### src/hdl/string_literal_escape_encoder_core_macros.svh
// Assertion macros used by the escape encoder's serializer module.
`ifndef STRING_LITERAL_ESCAPE_ENCODER_CORE_MACROS_SVH
`define STRING_LITERAL_ESCAPE_ENCODER_CORE_MACROS_SVH

// Check on every clock edge, disabled while in reset.
`define SLE_ASSERT(lbl, prop, msg) \
  lbl: assert property (@(posedge clk_i) disable iff (!rst_ni) (prop)) else $error(msg);

// Check on every clock edge, reset included.
`define SLE_ASSERT_ALWAYS(lbl, prop, msg) \
  lbl: assert property (@(posedge clk_i) (prop)) else $error(msg);

`endif

### src/hdl/sle_pkg.sv
// Types and constants of the string literal escape encoder.
`timescale 1ns / 1ps
package sle_pkg;

  localparam int unsigned MaxChars = 4;
  localparam int unsigned CntW     = 2;

  localparam logic [7:0] ChQuote     = 8'h22;
  localparam logic [7:0] ChBackslash = 8'h5C;
  localparam logic [7:0] ChNewline   = 8'h0A;
  localparam logic [7:0] ChSpace     = 8'h20;
  localparam logic [7:0] ChTilde     = 8'h7E;
  localparam logic [7:0] ChZero      = 8'h30;
  localparam logic [7:0] ChNine      = 8'h39;
  localparam logic [7:0] ChN         = 8'h6E;

  typedef struct packed {
    logic [MaxChars-1:0][7:0] chars;
    logic [CntW-1:0]          last_idx;
  } result_t;

  function automatic logic is_digit(input logic [7:0] c);
    return (c >= ChZero) && (c <= ChNine);
  endfunction

endpackage

### src/hdl/string_literal_escape_encoder_core.sv
// Top level of the string literal escape encoder.
// Usage:
//   Input stream: one raw byte per beat on s_axis_tdata, with s_axis_tuser set
//   on the first byte of a new chunk. Output stream: one escaped character per
//   beat on m_axis_tdata, m_axis_tlast marking the final character of a byte.
//   A byte yields one to four characters.
// Path: a byte accepted into the input register is encoded combinationally
//   and loaded into the result register once the serializer is free (input
//   register, then encode into the result register); its first character is
//   then offered from the result register.
// Throughput: one character per cycle on the output while m_axis_tready is
//   high, so the output port is the limit; a byte holds the result register
//   until its last character is taken. The next byte waits in the input register and
//   loads on the cycle the last character of the previous byte is taken.
// Reset: rst_ni clears both registers' valid flags and the digit guard
//   state; the first byte after reset is never guarded.
// Stall: while m_axis_tready is low the current character holds; the input
//   register fills and s_axis_tready drops until the result register frees.
`timescale 1ns / 1ps
module string_literal_escape_encoder_core
  import sle_pkg::*;
(
  input  logic       clk_i,
  input  logic       rst_ni,
  input  logic       s_axis_tvalid,
  output logic       s_axis_tready,
  input  logic [7:0] s_axis_tdata,   // [7:0] in_byte
  input  logic       s_axis_tuser,   // [0] chunk_start
  output logic       m_axis_tvalid,
  input  logic       m_axis_tready,
  output logic [7:0] m_axis_tdata,   // [7:0] out_char
  output logic       m_axis_tlast    // last_char
);

  logic       in_valid_q, in_valid_d;
  logic [7:0] in_byte_q;
  logic       in_start_q;
  logic       load;
  logic       in_take;
  result_t    result;

  assign s_axis_tready = !in_valid_q || load;
  assign in_take       = s_axis_tvalid && s_axis_tready;

  always_comb begin
    in_valid_d = in_valid_q;
    if (in_take) begin
      in_valid_d = 1'b1;
    end else if (load) begin
      in_valid_d = 1'b0;
    end
  end

  always_ff @(posedge clk_i or negedge rst_ni) begin
    if (!rst_ni) begin
      in_valid_q <= 1'b0;
    end else begin
      in_valid_q <= in_valid_d;
    end
  end

  always_ff @(posedge clk_i) begin
    if (in_take) begin
      in_byte_q  <= s_axis_tdata;
      in_start_q <= s_axis_tuser;
    end
  end

  sle_encode u_encode (
    .clk_i         (clk_i),
    .rst_ni        (rst_ni),
    .load_i        (load),
    .in_byte_i     (in_byte_q),
    .chunk_start_i (in_start_q),
    .result_o      (result)
  );

  sle_serialize u_serialize (
    .clk_i         (clk_i),
    .rst_ni        (rst_ni),
    .in_valid_i    (in_valid_q),
    .result_i      (result),
    .load_o        (load),
    .m_axis_tvalid (m_axis_tvalid),
    .m_axis_tready (m_axis_tready),
    .m_axis_tdata  (m_axis_tdata),
    .m_axis_tlast  (m_axis_tlast)
  );

endmodule

### src/hdl/sle_encode.sv
// Escape encoder: guard state and the character sequence for one byte.
`timescale 1ns / 1ps
module sle_encode
  import sle_pkg::*;
(
  input  logic       clk_i,
  input  logic       rst_ni,
  input  logic       load_i,
  input  logic [7:0] in_byte_i,
  input  logic       chunk_start_i,
  output result_t    result_o
);

  logic       guard_q, guard_d;
  logic       prev_digit_q, prev_digit_d;
  logic       guard_eff;
  logic       is_esc_pair, is_newline, is_numeric;
  logic [1:0] hund;
  logic [7:0] rem8;
  logic [6:0] rem7;
  logic [14:0] prod;
  logic [3:0] tens;
  logic [6:0] ones_full;
  logic [3:0] ones;
  logic [7:0] c_hund, c_tens, c_ones;

  assign guard_eff   = chunk_start_i ? prev_digit_q : guard_q;
  assign is_esc_pair = (in_byte_i == ChQuote) || (in_byte_i == ChBackslash);
  assign is_newline  = (in_byte_i == ChNewline);
  assign is_numeric  = (in_byte_i < ChSpace) || (in_byte_i > ChTilde) ||
                       (is_digit(in_byte_i) && guard_eff);

  assign hund = (in_byte_i >= 8'd200) ? 2'd2 : ((in_byte_i >= 8'd100) ? 2'd1 : 2'd0);
  assign rem8 = in_byte_i - ((hund == 2'd2) ? 8'd200 : ((hund == 2'd1) ? 8'd100 : 8'd0));
  assign rem7 = rem8[6:0];
  assign prod = {8'b0, rem7} * 15'd205;
  assign tens = prod[14:11];
  assign ones_full = rem7 - ({3'b0, tens} * 7'd10);
  assign ones = ones_full[3:0];

  assign c_hund = ChZero + {6'b0, hund};
  assign c_tens = ChZero + {4'b0, tens};
  assign c_ones = ChZero + {4'b0, ones};

  always_comb begin
    result_o.chars    = '0;
    result_o.last_idx = '0;
    guard_d           = 1'b0;
    prev_digit_d      = 1'b0;
    if (is_esc_pair) begin
      result_o.chars[0] = ChBackslash;
      result_o.chars[1] = in_byte_i;
      result_o.last_idx = 2'd1;
    end else if (is_newline) begin
      result_o.chars[0] = ChBackslash;
      result_o.chars[1] = ChN;
      result_o.last_idx = 2'd1;
    end else if (is_numeric) begin
      result_o.chars[0] = ChBackslash;
      prev_digit_d      = 1'b1;
      guard_d           = (in_byte_i < 8'd100);
      if (in_byte_i >= 8'd100) begin
        result_o.chars[1] = c_hund;
        result_o.chars[2] = c_tens;
        result_o.chars[3] = c_ones;
        result_o.last_idx = 2'd3;
      end else if (in_byte_i >= 8'd10) begin
        result_o.chars[1] = c_tens;
        result_o.chars[2] = c_ones;
        result_o.last_idx = 2'd2;
      end else begin
        result_o.chars[1] = c_ones;
        result_o.last_idx = 2'd1;
      end
    end else begin
      result_o.chars[0] = in_byte_i;
      prev_digit_d      = is_digit(in_byte_i);
    end
  end

  always_ff @(posedge clk_i or negedge rst_ni) begin
    if (!rst_ni) begin
      guard_q      <= 1'b0;
      prev_digit_q <= 1'b0;
    end else if (load_i) begin
      guard_q      <= guard_d;
      prev_digit_q <= prev_digit_d;
    end
  end

endmodule

### src/hdl/sle_serialize.sv
// Result register and beat sequencer for the escaped characters.
`timescale 1ns / 1ps
module sle_serialize
  import sle_pkg::*;
(
  input  logic       clk_i,
  input  logic       rst_ni,
  input  logic       in_valid_i,
  input  result_t    result_i,
  output logic       load_o,
  output logic       m_axis_tvalid,
  input  logic       m_axis_tready,
  output logic [7:0] m_axis_tdata,
  output logic       m_axis_tlast
);

  `include "string_literal_escape_encoder_core_macros.svh"

  logic            busy_q, busy_d;
  result_t         res_q;
  logic [CntW-1:0] idx_q, idx_d;
  logic            beat_done, last_done;

  assign m_axis_tvalid = busy_q;
  assign m_axis_tdata  = res_q.chars[idx_q];
  assign m_axis_tlast  = (idx_q == res_q.last_idx);
  assign beat_done     = busy_q && m_axis_tready;
  assign last_done     = beat_done && m_axis_tlast;
  assign load_o        = in_valid_i && (!busy_q || last_done);

  always_comb begin
    busy_d = busy_q;
    idx_d  = idx_q;
    if (load_o) begin
      busy_d = 1'b1;
      idx_d  = '0;
    end else if (last_done) begin
      busy_d = 1'b0;
      idx_d  = '0;
    end else if (beat_done) begin
      idx_d  = idx_q + 1'b1;
    end
  end

  always_ff @(posedge clk_i or negedge rst_ni) begin
    if (!rst_ni) begin
      busy_q <= 1'b0;
      idx_q  <= '0;
    end else begin
      busy_q <= busy_d;
      idx_q  <= idx_d;
    end
  end

  always_ff @(posedge clk_i) begin
    if (load_o) begin
      res_q <= result_i;
    end
  end

  `SLE_ASSERT(a_idx_in_range, busy_q |-> (idx_q <= res_q.last_idx), "beat index past last char")
  `SLE_ASSERT(a_load_when_free, load_o |-> (!busy_q || last_done), "result overwritten")
  `SLE_ASSERT(a_stall_holds_idx, (busy_q && !m_axis_tready) |=> (busy_q && $stable(idx_q)),
    "index moved under stall")
  `SLE_ASSERT(a_drain_clears, (last_done && !load_o) |=> !busy_q, "busy after last beat")
  `SLE_ASSERT_ALWAYS(a_reset_idle, !rst_ni |-> !busy_q, "busy during reset")

endmodule
### config.mk
export PLATFORM = sky130hd
export DESIGN_NAME = string_literal_escape_encoder_core
export DESIGN_NICKNAME = d
export VERILOG_FILES = /design/src/hdl/sle_pkg.sv /design/src/hdl/string_literal_escape_encoder_core.sv /design/src/hdl/sle_encode.sv /design/src/hdl/sle_serialize.sv
export VERILOG_INCLUDE_DIRS = /design/src /design/src/hdl
export SDC_FILE = /design/constraint.sdc
export NUM_CORES = 1
export LEC_CHECK = 0
export BUFFER_PORTS_ARGS = -buffer_cell sky130_fd_sc_hd__buf_2
export CORE_MARGIN = 1.5
export CORE_UTILIZATION = 35
export CTS_CLUSTER_SIZE = 30
export DETAILED_ROUTE_END_ITERATION = 10
export GPL_ROUTABILITY_DRIVEN = 0
export PLACE_DENSITY_LB_ADDON = 0.08
export SLEW_MARGIN = 0
export SYNTH_ARGS = -nofsm -noshare
export SYNTH_HDL_FRONTEND = slang
export SYNTH_HIERARCHICAL = 1
export SYNTH_SLANG_ARGS = --single-unit
### constraint.sdc
create_clock -name clk_i -period 11.9 [get_ports clk_i]
set_input_delay 2.38 -clock clk_i [delete_from_list [all_inputs] [get_ports clk_i]]
set_output_delay 2.38 -clock clk_i [all_outputs]
set_load 0.03 [all_outputs]
==> metrics.md <==
| Metric | Value |
|---|---|
| Outcome | finished clean |
| Sequential area share after synthesis | 42.2% |
| Count of max-cap constraint violations | 0 |
| Hold buffers post-CTS | 0 |
| Met3 usage | 2.83% |
| Final Cycle Share | 60.2% |
| Layout Area Growth over Synthesis | 8.53% |
| Mapped cell area | 3420 sq um |
| Port Buffers | 23 |
| Reg clk slew, reported paths | 0.09 ns |
| Bufs on Longest Clock Path | 2 |
| Synth Warn # | 6 |
| Hpwl dp | 5280 um |
| Crit Path Category | flip-flop to flip-flop |
| Nets | 364 |
| F_max | 0.140 GHz |
| Worst rel slew slack | 32.2% |
| Final setup vio count | 0 |
| Avg Cell Area, Syn | 12.1 sq um |
| Final worst clock skew | 0.00607 ns |
| CTS resizes | 0 |
| Largest net degree at the start of global routing | 39 |
| Main synth FF type | edfxtp_1 |
| Worst Path Arrival | 7.29 ns |
| Slew Viols, Final | 0 |
| Detailed Route WL | 6700 um |
| Post-synth ARST share | 12.2% |
| First drt pass iteration count | 4 |
| Initial DRC Count | 123 |
| Total number of vias | 2,123 |
| CTS tree | yes |
| DRC | 0 |
| Detail Route Antenna Nets | 0 |
| Fin. Hold Viols | 0 |
| Post-DR wirelength/cell | 15.5 um |
| Met2 Usage GRT | 21.8% |
| Gr usage total | 13.9% |
| DIE AREA | 10,400 sq um |
| Commonest non-fill, non-tap cell in the layout | edfxtp_1 |
| Synthesis-stage register bit count | 49 |
| Number of synthesized flops with an enable pin | 43 |
| Number of global-route vias before repair | 2,135 |
| Worst min-delay path class | flip-flop to flip-flop |
| RSZ-0062 raised after global routing | no |
| Most Crowded Layer GR | met2 |
| First-pass GRT wire length | 10,900 um |
| Actual transition at the worst max-transition pin | 1.02 ns |
| Crit path capture type | flip-flop |
| WP data required | 12.03 ns |
| Number of antenna violations at the first check in global routing | 0 |
| Minimum clock period | 7.16 ns |
| IO Count | 24 |
| Clk_lat worst skew | 0.30 ns |
| Post-CTS Setup Repair Bufs | 0 |
| TNS Setup | 0 ns |
| Die Wd | 102 um |
| Core area | 9370 sq um |
| Layout cells sized above 1 | 14.1% |
| CTS Buf Count | 5 |
| Distinct cells, synth | 61 |
| Filler Cells Inserted | 944 |
| Leading cell types in the layout, fill and taps excluded | edfxtp_1 (43), ha_1 (38), inv_1 (27) |
| Initial Util | 36.4% |
| Total grt overflow | 0 |
| Htree depth | 2 |
| Drt via density | 4.90 |
| Cells after Synth | 282 |
| Die Span Y | 102 um |
| CTS Sinks | 49 |
| Met1 usage | 19.7% |
| Sequential cell area | 1440 sq um |
| Worst-path fanout max | 14 |
| N_diodes | 0 |
| Setup crit start kind | flip-flop |
| Rows | 35 |
| Multi-input gate area | 1790 sq um |
| Root buffer cell | clkbuf_8 |
## sequential cells by signal, summed over array words and instances, names as in the netlist
signal	count
u_serialize/idx_q	2
in_byte_q	8
u_serialize/m_axis_tvalid	1
u_encode/prev_digit_q	1
in_valid_q	1
u_serialize/res_q	34
in_start_q	1
u_encode/guard_q	1
## synth_stat cells, types with 5 or more instances
| library cell | count | area share [%] |
|---|---|---|
| and2_1 | 5 | 0.92 |
| buf_4 | 9 | 2.0 |
| dfrtp_1 | 6 | 4.4 |
| edfxtp_1 | 43 | 38 |
| fa_1 | 10 | 5.9 |
| ha_1 | 38 | 14 |
| inv_1 | 27 | 3.0 |
| mux4_1 | 8 | 6.2 |
| nand2_1 | 18 | 2.0 |
| nand2b_1 | 5 | 0.92 |
| nand3_1 | 6 | 0.88 |
| nor2_1 | 17 | 1.9 |
| nor3_1 | 5 | 0.73 |
| o21ai_0 | 12 | 1.8 |
| xnor2_1 | 6 | 1.5 |
## metal layers
layer | wire [um] | up-vias
li1 | - | 1065
met1 | 3370 | 1019
met2 | 3110 | 33
met3 | 156 | 6
met4 | 58 | 0
met5 | 0 | -
## cell type report
cell class	count	share of cell area [%]
Inverter	27	2.73
Timing Repair Buffer	23	3.10
Tap cell	129	4.35
Clock buffer	5	1.86
Clock inverter	3	0.675
Multi-Input combinational cell	197	48.4
Sequential cell	49	38.9
## critical path, stage by stage, from the launching register on
cell,delay [ns]
edfxtp_1,0.60
o311ai_0,0.73
nand2_1,0.26
inv_1,0.10
ha_1,0.13
inv_1,0.06
fa_1,0.40
xnor2_1,0.38
ha_1,0.37
fa_1,0.46
ha_1,0.29
inv_1,0.05
fa_1,0.50
inv_1,0.05
ha_1,0.20
a2111oi_0,0.42
nand2_1,0.13
o22ai_2,0.18
xnor2_1,0.16
ha_1,0.24
fa_1,0.40
xor2_1,0.15
xnor3_1,0.27
nor4_1,0.22
a2bb2oi_1,0.26
## cells by family (layout without fill, tap and decap cells)
family / count (synthesis) / after routing / synth area share (%)
AO/OA/AOI/OAI: 47 / 47 / 10.4
XOR/XNOR: 11 / 11 / 3.22
adder cells (fa/ha/maj): 48 / 48 / 19.8
buffers and inverters: 41 / 58 / 6.04
flip-flops: 49 / 49 / 42.2
multiplexers: 10 / 10 / 6.74
other: 1 / 6 / 0.110
AND/OR/NAND/NOR: 75 / 75 / 11.5
## final timing paths
check | slack, ns | cells past startpoint | to | start
worst max-delay path | 4.74 | 24 | u_serialize/res_q[13]$_DFFE_PP_ | in_byte_q[5]$_DFFE_PP_
worst min-delay path | 0.52 | 2 | u_encode/guard_q$_DFFE_PN0P_ | u_encode/guard_q$_DFFE_PN0P_
worst max register to register | 4.74 | 24 | u_serialize/res_q[13]$_DFFE_PP_ | in_byte_q[5]$_DFFE_PP_
worst min register to register | 0.52 | 2 | u_encode/guard_q$_DFFE_PN0P_ | u_encode/guard_q$_DFFE_PN0P_
max in group asynchronous | 9.86 | 1 | u_encode/guard_q$_DFFE_PN0P_ | rst_ni
min in group asynchronous | 1.89 | 1 | u_serialize/idx_q[1]$_DFFE_PN0P_ | rst_ni
## per-stage QoR
step	util (%)	worst slack [ns]	hold slack, ns	instance area (sq um)	instances
2_1_floorplan	-	4.68	0.448	3430	287
3_3_place_gp	38.6	4.86	0.472	3610	425
3_5_place_dp	38.6	4.74	0.501	3610	425
4_1_cts	39.6	4.70	0.525	3710	433
5_1_grt	39.6	4.14	0.579	3710	433
6_report	39.6	4.74	0.518	3710	433
Power is not shown: default switching activity piles up to over one toggle a cycle in this logic, so the estimate is an artifact.
